File: src/sv/kard_pkg.sv
package kard_pkg;

   // register and field widths
   localparam int TickCountWidth = 8;
   localparam int CsrIndexWidth  = 2;
   localparam int CsrDataWidth   = 8;
   localparam int EventWidth     = 2;

   typedef logic [TickCountWidth-1:0] tick_count_type;
   typedef logic [CsrIndexWidth-1:0]  csr_index_type;
   typedef logic [CsrDataWidth-1:0]   csr_data_type;
   typedef logic [EventWidth-1:0]     key_event_type;

   // register indexes
   localparam csr_index_type CSR_HOLD_DELAY    = 2'd0;
   localparam csr_index_type CSR_REPEAT_PERIOD = 2'd1;
   localparam csr_index_type CSR_RELEASE_MODE  = 2'd2;

   // register reset values
   localparam tick_count_type HOLD_DELAY_RESET    = 8'd10;
   localparam tick_count_type REPEAT_PERIOD_RESET = 8'd2;
   localparam logic           RELEASE_MODE_RESET  = 1'b0;

   // event codes
   localparam key_event_type EVENT_IDLE   = 2'd0;
   localparam key_event_type EVENT_CLICK  = 2'd1;
   localparam key_event_type EVENT_REPEAT = 2'd2;
   localparam key_event_type EVENT_HELD   = 2'd3;

   localparam tick_count_type TICK_COUNT_MAX = '1;

endpackage

File: src/sv/key_autorepeat_detector.sv
// key auto-repeat detector
// a result is registered and shown in the cycle after its input transfer
// throughput: one item per cycle while the input side is not stalled; the key state and tick counter update in one pass
// the input side stalls only while the result register is full and stalled
// synchronous active-high reset clears the key state, counter and result valid,
// and loads hold delay 10, repeat period 2 and press mode
module key_autorepeat_detector (
   input  logic                   clock,
   input  logic                   reset,
   input  logic                   req_valid,
   output logic                   req_stall,
   input  logic                   req_key_level,
   input  logic                   req_tick,
   output logic                   rsp_valid,
   input  logic                   rsp_stall,
   output kard_pkg::key_event_type rsp_key_event,
   input  logic                   csr_valid,
   output logic                   csr_ready,
   input  kard_pkg::csr_index_type csr_index,
   input  kard_pkg::csr_data_type  csr_data
);
   import kard_pkg::*;

   // configuration registers
   tick_count_type hold_delay_ff, hold_delay_in;
   tick_count_type repeat_period_ff, repeat_period_in;
   logic           release_mode_ff, release_mode_in;

   // key state
   logic           last_level_ff, last_level_in;
   logic           repeating_ff, repeating_in;
   logic           long_hold_ff, long_hold_in;
   tick_count_type elapsed_ff, elapsed_in;

   // result register
   logic           rsp_valid_ff, rsp_valid_in;
   key_event_type  key_event_ff, key_event_in;

   logic           req_accept;
   tick_count_type elapsed_tick;
   key_event_type  event_next;
   logic           hold_met;
   logic           start_rep;
   logic           rep_now;
   tick_count_type elapsed_mid;

   assign csr_ready     = 1'b1;
   assign req_stall     = rsp_valid_ff & rsp_stall;
   assign req_accept    = req_valid & ~req_stall;
   assign rsp_valid     = rsp_valid_ff;
   assign rsp_key_event = key_event_ff;

   // register writes
   always_comb begin
      hold_delay_in    = hold_delay_ff;
      repeat_period_in = repeat_period_ff;
      release_mode_in  = release_mode_ff;
      if (csr_valid) begin
         unique case (csr_index)
            CSR_HOLD_DELAY:    hold_delay_in    = csr_data;
            CSR_REPEAT_PERIOD: repeat_period_in = csr_data;
            CSR_RELEASE_MODE:  release_mode_in  = csr_data[0];
            default: ;
         endcase
      end
   end

   // tick counter advance, saturating
   assign elapsed_tick = (req_tick && elapsed_ff != TICK_COUNT_MAX)
                         ? elapsed_ff + 1'b1 : elapsed_ff;
   assign hold_met = elapsed_tick >= hold_delay_ff;

   // next key state and event for one item
   always_comb begin
      last_level_in = last_level_ff;
      repeating_in  = repeating_ff;
      long_hold_in  = long_hold_ff;
      elapsed_in    = elapsed_tick;
      event_next    = EVENT_IDLE;
      start_rep     = 1'b0;
      rep_now       = 1'b0;
      elapsed_mid   = elapsed_tick;
      if (!release_mode_ff) begin
         // press mode: click on the press edge
         if (!last_level_ff && req_key_level) begin
            last_level_in = 1'b1;
            elapsed_in    = '0;
            event_next    = EVENT_CLICK;
         end else begin
            last_level_in = req_key_level;
            if (req_key_level) begin
               start_rep    = !repeating_ff && hold_met;
               rep_now      = repeating_ff | start_rep;
               elapsed_mid  = start_rep ? '0 : elapsed_tick;
               repeating_in = rep_now;
               elapsed_in   = elapsed_mid;
               if (rep_now && elapsed_mid >= repeat_period_ff) begin
                  elapsed_in = '0;
                  event_next = EVENT_REPEAT;
               end
            end else begin
               repeating_in = 1'b0;
            end
         end
      end else begin
         // release mode: click on release unless held long
         if (!long_hold_ff && last_level_ff && !req_key_level) begin
            last_level_in = 1'b0;
            elapsed_in    = '0;
            event_next    = EVENT_CLICK;
         end else if (last_level_ff && req_key_level) begin
            start_rep    = !repeating_ff && hold_met;
            rep_now      = repeating_ff | start_rep;
            repeating_in = rep_now;
            if (start_rep) begin
               long_hold_in = 1'b1;
            end
            if (rep_now && elapsed_tick >= repeat_period_ff) begin
               elapsed_in = '0;
               event_next = EVENT_REPEAT;
            end else begin
               event_next = rep_now ? EVENT_HELD : EVENT_IDLE;
            end
         end else begin
            // release after a long hold, idle, or press edge
            repeating_in  = 1'b0;
            last_level_in = req_key_level;
            if (long_hold_ff && last_level_ff && !req_key_level) begin
               long_hold_in = 1'b0;
            end
            if (!last_level_ff && req_key_level) begin
               elapsed_in = '0;
            end
         end
      end
   end

   // result register handshake
   always_comb begin
      rsp_valid_in = rsp_valid_ff;
      key_event_in = key_event_ff;
      if (req_accept) begin
         rsp_valid_in = 1'b1;
         key_event_in = event_next;
      end else if (!rsp_stall) begin
         rsp_valid_in = 1'b0;
      end
   end

   // control and state registers
   always_ff @(posedge clock) begin
      if (reset) begin
         hold_delay_ff    <= HOLD_DELAY_RESET;
         repeat_period_ff <= REPEAT_PERIOD_RESET;
         release_mode_ff  <= RELEASE_MODE_RESET;
         last_level_ff    <= 1'b0;
         repeating_ff     <= 1'b0;
         long_hold_ff     <= 1'b0;
         elapsed_ff       <= '0;
         rsp_valid_ff     <= 1'b0;
      end else begin
         hold_delay_ff    <= hold_delay_in;
         repeat_period_ff <= repeat_period_in;
         release_mode_ff  <= release_mode_in;
         rsp_valid_ff     <= rsp_valid_in;
         if (req_accept) begin
            last_level_ff <= last_level_in;
            repeating_ff  <= repeating_in;
            long_hold_ff  <= long_hold_in;
            elapsed_ff    <= elapsed_in;
         end
      end
   end

   // result payload
   always_ff @(posedge clock) begin
      key_event_ff <= key_event_in;
   end

endmodule

File: config.mk
export PLATFORM = sky130hd
export DESIGN_NAME = key_autorepeat_detector
export DESIGN_NICKNAME = d
export VERILOG_FILES = /design/src/sv/kard_pkg.sv /design/src/sv/key_autorepeat_detector.sv
export SDC_FILE = /design/constraint.sdc
export NUM_CORES = 1
export LEC_CHECK = 0
export ABC_AREA = 1
export BUFFER_PORTS_ARGS = -buffer_cell sky130_fd_sc_hd__buf_4
export CORE_ASPECT_RATIO = 0.5
export CORE_MARGIN = 1.5
export CORE_UTILIZATION = 60
export CTS_CLUSTER_SIZE = 30
export DETAILED_ROUTE_END_ITERATION = 12
export PLACE_DENSITY = 0.84
export RECOVER_POWER = 100
export SYNTH_ARGS = -nofsm -noshare
export SYNTH_HDL_FRONTEND = slang
export SYNTH_SLANG_ARGS = --single-unit
File: constraint.sdc
create_clock -name clock -period 4.9 [get_ports clock]
set_input_delay 0.245 -clock clock [delete_from_list [all_inputs] [get_ports clock]]
set_output_delay 0.245 -clock clock [all_outputs]
set_load 0.02 [all_outputs]
---- Yosys cells after proc, flatten, opt, wreduce, memory -nomap -nowiden ----
Index checks and enable logic that the tools add are counted.
W data, S select, Z words.
cells by class
  $add $sub $neg .......................... 1
  order comparisons ....................... 3
  equality and inequality tests ........... 8
  mux-type cells .......................... 32
  bitwise gates (word level) .............. 5
  reductions and logical operators ........ 22
operators by type and width
  cell                   count
  $mux W8                10
  $ge A8 B8 Y1           3
  $mux W2                8
  $mux W1                14
  $logic_and A1 B1 Y1    10
  $add A8 B1 Y8 const B  1
  $ne A8 B8 Y1 const B   1
  $reduce_and A2 Y1      4
  $ne A2 B2 Y1 const B   3
  $reduce_and A5 Y1      1
  $logic_not A1 Y1       4
  $ne A3 B3 Y1 const B   1
  $reduce_and A3 Y1      1
  $and A1 B1 Y1          2
  $eq A2 B1 Y1 const B   1
  $eq A2 B2 Y1 const B   1
  $logic_not A2 Y1       1
  $ne A2 B1 Y1 const B   1
  $not A1 Y1             2
  $reduce_bool A2 Y1     1
  $or A1 B1 Y1           1
word-level totals
  flip-flop bits (word level) ............. 31
  input port bits ......................... 17
  output and inout port bits .............. 5
  logic and storage cells ................. 80

---- Logic depth before layout (Yosys ltp) ----
Gate-level depths: netlist of run 1.
  depth after elaboration ................. 12
  mapped depth ............................ 32
  depth with buffers taken out ............ 32

---- Worst setup path before layout of run 1 ----
No wires, ideal clock.
  path type ............................... reg-to-reg
  start point ............................. reg elapsed_ff[1]
  end point ............................... reg elapsed_ff[6]
  library setup time ...................... 109 ps
  arrival time ............................ 3289 ps
  required time ........................... 4791 ps
  setup slack ............................. 1502 ps
  cell stages (with the launch flop) ...... 30
  buffers on the path ..................... 0
  period minus slack after synthesis ...... 3398 ps
  cell sequence ........................... dfxtp_1 > ha_1 > inv_1 > nor2_4 > nand2_4 > nand2_8 > xnor2_2 > inv_1 > ha_1 > nand2_1 > nand3_1 > nand2_1 > nand2_1 > nand2_1 > nand2_1 > nand2_2 > inv_1 > nor2_1 > ha_1 > nand2_1 > nor2_1 > nand4_1 > nand3_1 > nand2_1 > nand2_1 > inv_1 > nand2_1 > nand3b_1 > nand2_1 > inv_1
on the way
  cells in the longest elaborated chain, start to end .. 12
  elaborated cells on any way between the ends .. 20
  those cells by class .................... add/sub (1); order compare (3); eq/ne (1); mux (10); bitwise (1); reduce/logical (4)
RTL lines
  element                                                                RTL line                                                       RTL
  from (decl)                                                            key_autorepeat_detector.sv:33                                  tick_count_type elapsed_ff, elapsed_in;
  from (signal assigned)                                                 key_autorepeat_detector.sv:170                                 elapsed_ff <= elapsed_in;
  parallel branches: the longest is 2 deep, another holds $add A8 B1 Y8  --
  $mux W8 (*)                                                            key_autorepeat_detector.sv:70                                  ? elapsed_ff + 1'b1 : elapsed_ff;
  $ge A8 B8 Y1                                                           key_autorepeat_detector.sv:71                                  assign hold_met = elapsed_tick >= hold_delay_ff;
  $logic_and A1 B1 Y1                                                    key_autorepeat_detector.sv:92, key_autorepeat_detector.sv:112
  $mux W8                                                                key_autorepeat_detector.sv:94                                  elapsed_mid = start_rep ? '0 : elapsed_tick;
  $ge A8 B8 Y1                                                           key_autorepeat_detector.sv:97                                  if (rep_now && elapsed_mid >= repeat_period_ff) begin
  $logic_and A1 B1 Y1                                                    key_autorepeat_detector.sv:97
  $mux W8                                                                key_autorepeat_detector.sv:97
  $mux W8                                                                key_autorepeat_detector.sv:91                                  if (req_key_level) begin
  $mux W8                                                                key_autorepeat_detector.sv:85                                  if (!last_level_ff && req_key_level) begin
  $mux W8 (*)                                                            key_autorepeat_detector.sv:83                                  if (!release_mode_ff) begin
Every way passes the cells marked *.
A chain may end at the register's enable or synchronous reset.

---- Worst setup path after layout of run 1 ----
Ends and elaborated chain as after synthesis.

==> results.sh, run 1 <==
export IMPL_final_common_cell="nand2_1"
export IMPL_end_kind="register"
export IMPL_worstHoldPathCells=3
export IMPL_ys_seq_elements=31
export IMPL_grt_pass1_vias=2052
export IMPL_start_util_pct=65.9
export IMPL_p_sw_share_pct=34.9
export IMPL_crit_top_cell="nand2_1"
export IMPL_yosysWarnings=0
export IMPL_syn_to_final_growth_pct=9.91
export IMPL_cts_sinks=31
export IMPL_multi_input_area_um2=1450
export IMPL_start_kind="register"
export IMPL_drv_cap=0
export IMPL_worstSetupPathType="reg -> reg"
export IMPL_power_frac_seq_pct=36.7
export IMPL_grt_usage_pct=28.5
export IMPL_clockRootBuffer="clkbuf_8"
export IMPL_grt_util_met1_pct=38.1
export IMPL_cp_slowest_cell="xnor2_1"
export IMPL_critPathBufInv=5
export IMPL_tns_ns=0
export IMPL_path_depth=29
export IMPL_clk_pin_slew_worst_paths_ns=0.06
export IMPL_cts_buffers=5
export IMPL_synthDistinctLibCells=37
export IMPL_numPortBuffers=20
export IMPL_period_needed_ns=4.25
export IMPL_tightest_slew_ns=1.14
export IMPL_wl_per_cell_um=13.6
export IMPL_period_share_pct=86.7
export IMPL_synthXorXnorAreaFrac_pct=1.05
export IMPL_die_height_um=47.5
export IMPL_p_switching_w=0.000268
export IMPL_finalHoldViolations=0
export IMPL_cp_arrival_ns=4.44
export IMPL_r2r_start="elapsed_ff[1]"
export IMPL_vdd_drop_max_uv=167
export IMPL_dieWidth_um=92.0
export IMPL_clock_skew_ns=0.00776
export IMPL_fin_area_um2=2610
export IMPL_hp_class="in -> reg"
export IMPL_cp_max_fo=8
export IMPL_clk_path_buf_depth=2
export IMPL_ant_nets=0
export IMPL_synth_simple_gate_area_share_pct=30.0
export IMPL_wl_mm=5.67
export IMPL_min_from="csr_data[1]"
export IMPL_ys_flop_type="dfxtp_1"
export IMPL_worst_path_largest_cell_delay_ns=0.49
export IMPL_postSynthAreaPerCell_um2=6.82
export IMPL_dr_pass1_iters=5
export IMPL_post_cts_setup_buffers=0
export IMPL_drive_gt1_share_pct=10.9
export IMPL_ys_seq_area_share_pct=27.0
export IMPL_power_density_nw_per_um2=295
export IMPL_synthCells=348
export IMPL_power_leakage_nw=1.29
export IMPL_n_fill_cell=321
export IMPL_placed_area_um2=2550
export IMPL_diodes=0
export IMPL_synth_compound_area_share_pct=17.1
export IMPL_synth_area_um2=2370
export IMPL_cts_max_level=2
export IMPL_ys_async_sr_fraction_pct=0
export IMPL_cts_tree="built"
export IMPL_dpl_hpwl_mm=4.37
export IMPL_p_int_w=0.000501
export IMPL_setup_viol_count_final=0
export IMPL_critical_path_required_ns=5.10
export IMPL_relSlewSlack_pct=23.9
export IMPL_synth_edff_count=2
export IMPL_p_total_w=0.000770
export IMPL_p_comb_share_pct=30.9
export IMPL_holdBufCountCts=0
export IMPL_startpoint="elapsed_ff[1]"
export IMPL_overflow=0
export IMPL_grt_use_met3_pct=6.67
export IMPL_finalMaxSlewViolations=0
export IMPL_cts_resized=0
export IMPL_core_area_um2=3600
export IMPL_critPathTopFamily="simple AND/OR/NAND/NOR gates"
export IMPL_final_cell_mix="nand2_1, inv_1, a21oi_1, dfxtp_1, ha_1"
export IMPL_grt_busiest_layer="met2"
export IMPL_worstSkewPairLatency_ns=0.30
export IMPL_drt_drc_violations_left=0
export IMPL_synth_top_family_by_area="simple AND/OR/NAND/NOR gates"
export IMPL_vias_per_cell=5.60
export IMPL_grt_pass1_wl_mm=9.27
export IMPL_hold_ws_ns=0.183
export IMPL_synth_area_mux_share_pct=0
export IMPL_ios=22
export IMPL_die_area_um2=4370
export IMPL_fmax_ghz=0.235
export IMPL_num_vias=2342
export IMPL_ff_latch_area_um2=641
export IMPL_gp_congestion=0.933
export IMPL_rsz0062_at_grt="false"
export IMPL_antenna_found_initial=0
export IMPL_synth_nets=390
export IMPL_status="finished, final reports clean"
export IMPL_yosys_area_share_adder_pct=13.2
export IMPL_drt_iter0_markers=219
export IMPL_r2r_cells=29
export IMPL_rows=15
export IMPL_clkPwrFrac_pct=32.4
export IMPL_use_met2_pct=46.4
export IMPL_grt_max_degree=26
export IMPL_nNetsFinal=409
[final cells by class]
type                            instances  area share [%]
Multi-Input combinational cell        248            55.4
Sequential cell                        31            24.6
Inverter                               61            8.87
Timing Repair Buffer                   20            4.75
Clock buffer                            6            2.78
Tap cell                               51            2.45
Clock inverter                          1            1.15
[metrics by stage]
stage / worst slack, ns / instances / util, %
3_3_place_gp: 1.05 / 411 / 70.7
4_1_cts: 0.926 / 418 / 73.5
3_5_place_dp: 0.949 / 411 / 70.7
6_report: 0.652 / 418 / 72.4
2_1_floorplan: 1.50 / 348 / -
5_1_grt: 0.290 / 418 / 72.4
[logic make-up (layout without fill, tap and decap cells)]
group,Yosys count,in the layout
and+or+nand+nor,149,149
AOI/OAI and AO/OA,71,71
buffers and inverters,69,88
DFF,31,31
adders and majority gates,25,25
xor gates and xnor gates,2,2
other,1,1
[sequential cells by signal, indices dropped and copies added (netlist names)]
name,cells
elapsed_ff,8
hold_delay_ff,8
repeat_period_ff,8
rsp_key_event,2
last_level_ff,1
long_hold_ff,1
release_mode_ff,1
repeating_ff,1
rsp_valid,1
[power groups by stage]
stage	Sequential (W)	Clock, W	Combinational (W)
floorplan	0.000287	0	0.000175
global placement	0.000288	0	0.000228
detailed placement	0.000288	0	0.000235
CTS	0.000283	0.000250	0.000237
global route	0.000285	0.000262	0.000266
finish	0.000282	0.000249	0.000238
[layer usage]
metal	up-vias	part of all wire, %
li1	1164	-
met1	1050	48
met2	118	42
met3	10	8.9
met4	0	1.2
met5	-	0
[final timing paths]
check | to | slack [ns]
setup / recovery | elapsed_ff[6] | 0.65
hold / removal | hold_delay_ff[1] | 0.18
hold reg to reg | rsp_valid | 0.48
setup reg to reg | elapsed_ff[6] | 0.65
[synthesized netlist by cell type (all sizes together), types with 2 or more instances]
master / count / share of area (%)
nor3: 3 / 0.84
o211ai: 4 / 1.3
a21oi: 34 / 7.3
nand2: 86 / 16
nand3b: 3 / 0.95
inv: 61 / 9.8
nor2: 25 / 5.0
nand4: 6 / 1.6
clkbuf: 6 / 0.95
ha: 25 / 13
o21a: 3 / 0.95
buf: 2 / 0.79
o21ai: 27 / 6.3
edfxtp: 2 / 2.5
nand3: 25 / 5.7
dfxtp: 29 / 24
[worst reg2reg max path, delay by kind of cell (launching register included)]
kind                       cells  cell delay [ns]
and+or+nand+nor               20             1.85
adders and majority gates      3             0.85
buffers and inverters          5             0.60
xor gates and xnor gates       1             0.49
DFF                            1             0.36
(Power assumes the default switching activity.)
==> run 2: changes to the inputs <==
Settings changed: ABC_AREA 1 to not set, CORE_UTILIZATION 60 to 58, PLACE_DENSITY 0.84 to 0.83.
==> run 2 against run 1 <==
  * Global-route usage shrank 3.8 points
  * Synthesized area shrank 13%
  * Via count shrank 20%
  * Cell count shrank 19%
  * Register-to-register slack lost 0.33 ns
  * Critical path depth shrank 9
  * Die area shrank 9.8%
  * Largest cell class unchanged
  * Largest power group unchanged
  * Highest routed layer unchanged
==> results.sh, run 2 <==
export IMPL_ios=22
export IMPL_core_area_um2=3420
export IMPL_critical_path_required_ns=5.11
export IMPL_drt_iter0_markers=142
export IMPL_dr_pass1_iters=4
export IMPL_rows=15
export IMPL_cts_resized=0
export IMPL_relSlewSlack_pct=56.0
export IMPL_syn_to_final_growth_pct=14.2
export IMPL_tns_ns=0
export IMPL_finalHoldViolations=0
export IMPL_num_vias=1871
export IMPL_synthDistinctLibCells=43
export IMPL_synthCells=263
export IMPL_cp_max_fo=6
export IMPL_die_height_um=45.1
export IMPL_cts_max_level=2
export IMPL_synth_top_area_share_pct=28.2
export IMPL_gp_congestion=0.891
export IMPL_power_density_nw_per_um2=246
export IMPL_nNetsFinal=327
export IMPL_status="finished, final reports clean"
export IMPL_cts_sinks=31
export IMPL_grt_max_degree=27
export IMPL_worstSetupPathType="reg -> reg"
export IMPL_clk_pin_slew_worst_paths_ns=0.07
export IMPL_postSynthAreaPerCell_um2=7.83
export IMPL_drt_drc_violations_left=0
export IMPL_final_common_cell="nor2_1"
export IMPL_fmax_ghz=0.219
export IMPL_die_area_um2=3940
export IMPL_start_util_pct=60.3
export IMPL_reg_largest_list="elapsed_ff x8, hold_delay_ff x8, repeat_period_ff x8"
export IMPL_end_kind="register"
export IMPL_cp_arrival_ns=4.78
export IMPL_ys_seq_elements=31
export IMPL_ys_seq_area_share_pct=31.1
export IMPL_vdd_drop_max_uv=181
export IMPL_period_share_pct=93.4
export IMPL_rsz0062_at_grt="false"
export IMPL_synth_nets=305
export IMPL_dpl_hpwl_mm=3.47
export IMPL_numPortBuffers=20
export IMPL_antenna_found_initial=0
export IMPL_diodes=0
export IMPL_clockRootBuffer="clkbuf_8"
export IMPL_setup_viol_count_final=0
export IMPL_vias_per_cell=5.55
export IMPL_synth_common_cells="nor2_1, dfxtp_1, inv_1, nand2_1, ha_1"
export IMPL_yosys_area_top_type="dfxtp_1"
export IMPL_synth_edff_count=2
export IMPL_cts_tree="built"
export IMPL_clock_skew_ns=0.00493
export IMPL_grt_pass1_wl_mm=7.27
export IMPL_final_cell_mix="nor2_1, nand2_1, inv_1, dfxtp_1, ha_1"
export IMPL_yosysWarnings=0
export IMPL_grt_usage_pct=24.7
export IMPL_grt_pass1_vias=1672
export IMPL_synth_area_um2=2060
export IMPL_ys_async_sr_fraction_pct=0
export IMPL_overflow=0
export IMPL_finalMaxSlewViolations=0
export IMPL_synthTopCellsByArea="dfxtp_1, ha_1, nor2_1"
export IMPL_worstSkewPairLatency_ns=0.28
export IMPL_power_leakage_nw=1.17
export IMPL_holdBufCountCts=0
export IMPL_drive_gt1_share_pct=11.5
export IMPL_start_kind="register"
export IMPL_dieWidth_um=87.2
export IMPL_wl_per_cell_um=13.6
export IMPL_hold_ws_ns=0.170
export IMPL_cts_buffers=5
export IMPL_ant_nets=0
export IMPL_hp_class="in -> reg"
export IMPL_wl_mm=4.59
export IMPL_drv_cap=0
export IMPL_period_needed_ns=4.58
export IMPL_tightest_slew_ns=0.660
export IMPL_ys_flop_type="dfxtp_1"
export IMPL_synth_most_common_cell="nor2_1"
export IMPL_clk_path_buf_depth=2
## run 2: changes by cell type in the layout (fill, tap and decap cells not counted), moves of 4 or more
cell	change
a211oi_1	+5
a21oi_1	-20
inv_1	-28
mux2i_1	+11
nand2_1	-50
nand3_1	-18
nand4_1	-4
nor2_1	+16
o21ai_0	-11
or3_1	+5
## run 2: repair_timing
item,CTS,global route
setup endpoints to repair,0,6
buffers inserted,0,1
hold endpoints to repair,0,0
## run 2: worst paths after layout
path | to | start | slack [ns] | cells after the start
worst max-delay path | elapsed_ff[3] | elapsed_ff[0] | 0.32 | 20
worst min-delay path | hold_delay_ff[1] | csr_data[1] | 0.17 | 2
worst max register to register | elapsed_ff[3] | elapsed_ff[0] | 0.32 | 20
worst min register to register | elapsed_ff[1] | elapsed_ff[1] | 0.49 | 2
## run 2: per-stage QoR
stage | setup WS [ns] | std cells | cell area, um2 | utilization (%) | total power, W
2_1_floorplan | 0.667 | 263 | 2060 | - | 0.000318
3_3_place_gp | 0.539 | 328 | 2250 | 66.0 | 0.000341
3_5_place_dp | 0.315 | 328 | 2250 | 66.0 | 0.000343
4_1_cts | 0.295 | 336 | 2370 | 69.3 | 0.000582
5_1_grt | 0.0277 | 337 | 2350 | 68.8 | 0.000602
6_report | 0.325 | 337 | 2350 | 68.8 | 0.000579
## run 2: cells by family after synthesis
logic type | after synthesis | share of synthesized area [%]
AOI/OAI and AO/OA | 57 | 18.2
xor gates and xnor gates | 1 | 0.426
adders and majority gates | 25 | 15.2
buffers and inverters | 37 | 6.93
DFF | 31 | 31.1
muxes | 11 | 5.35
other | 1 | 0.182
and+or+nand+nor | 100 | 22.6
## run 2: metal layers
layer  GRT usage, %  vias up  part of all wire [%]
li1               -      951                     -
met1           31.5      857                    49
met2           41.1       57                    44
met3           7.31        6                   6.6
met4           7.94        0                   1.1
met5              0        -                     0
## run 2: cell type report
type / instances / area [um2]
multi-input cells: 195 / 1270
fillers: 291 / 1060
flip-flops and latches: 31 / 641
repair buffers: 23 / 150
inverters: 29 / 109
clock buffers: 7 / 108
well taps: 51 / 63.8
clock inverters: 1 / 5.00
## run 2: power breakdown
part / internal [W] / total [W] / switching, W
registers: 0.000262 / 0.000267 / 0.00000479
clock network: 0.000144 / 0.000242 / 0.0000983
logic: 0.0000285 / 0.0000702 / 0.0000417
total: 0.000435 / 0.000579 / 0.000145
## run 2: critical path: stages (launching register included)
cell,delay (ns)
dfxtp_1,0.40
ha_1,0.21
nand2_1,0.07
or3_1,0.33
nand2_1,0.17
o21ai_0,0.17
inv_1,0.13
ha_1,0.24
or3_1,0.34
a21oi_1,0.13
a211o_1,0.19
a31oi_2,0.13
or2_2,0.32
ha_1,0.27
nand2b_4,0.13
a2111o_1,0.40
a31oi_1,0.23
o211ai_1,0.16
a31oi_2,0.22
nor2_2,0.11
o211ai_2,0.15
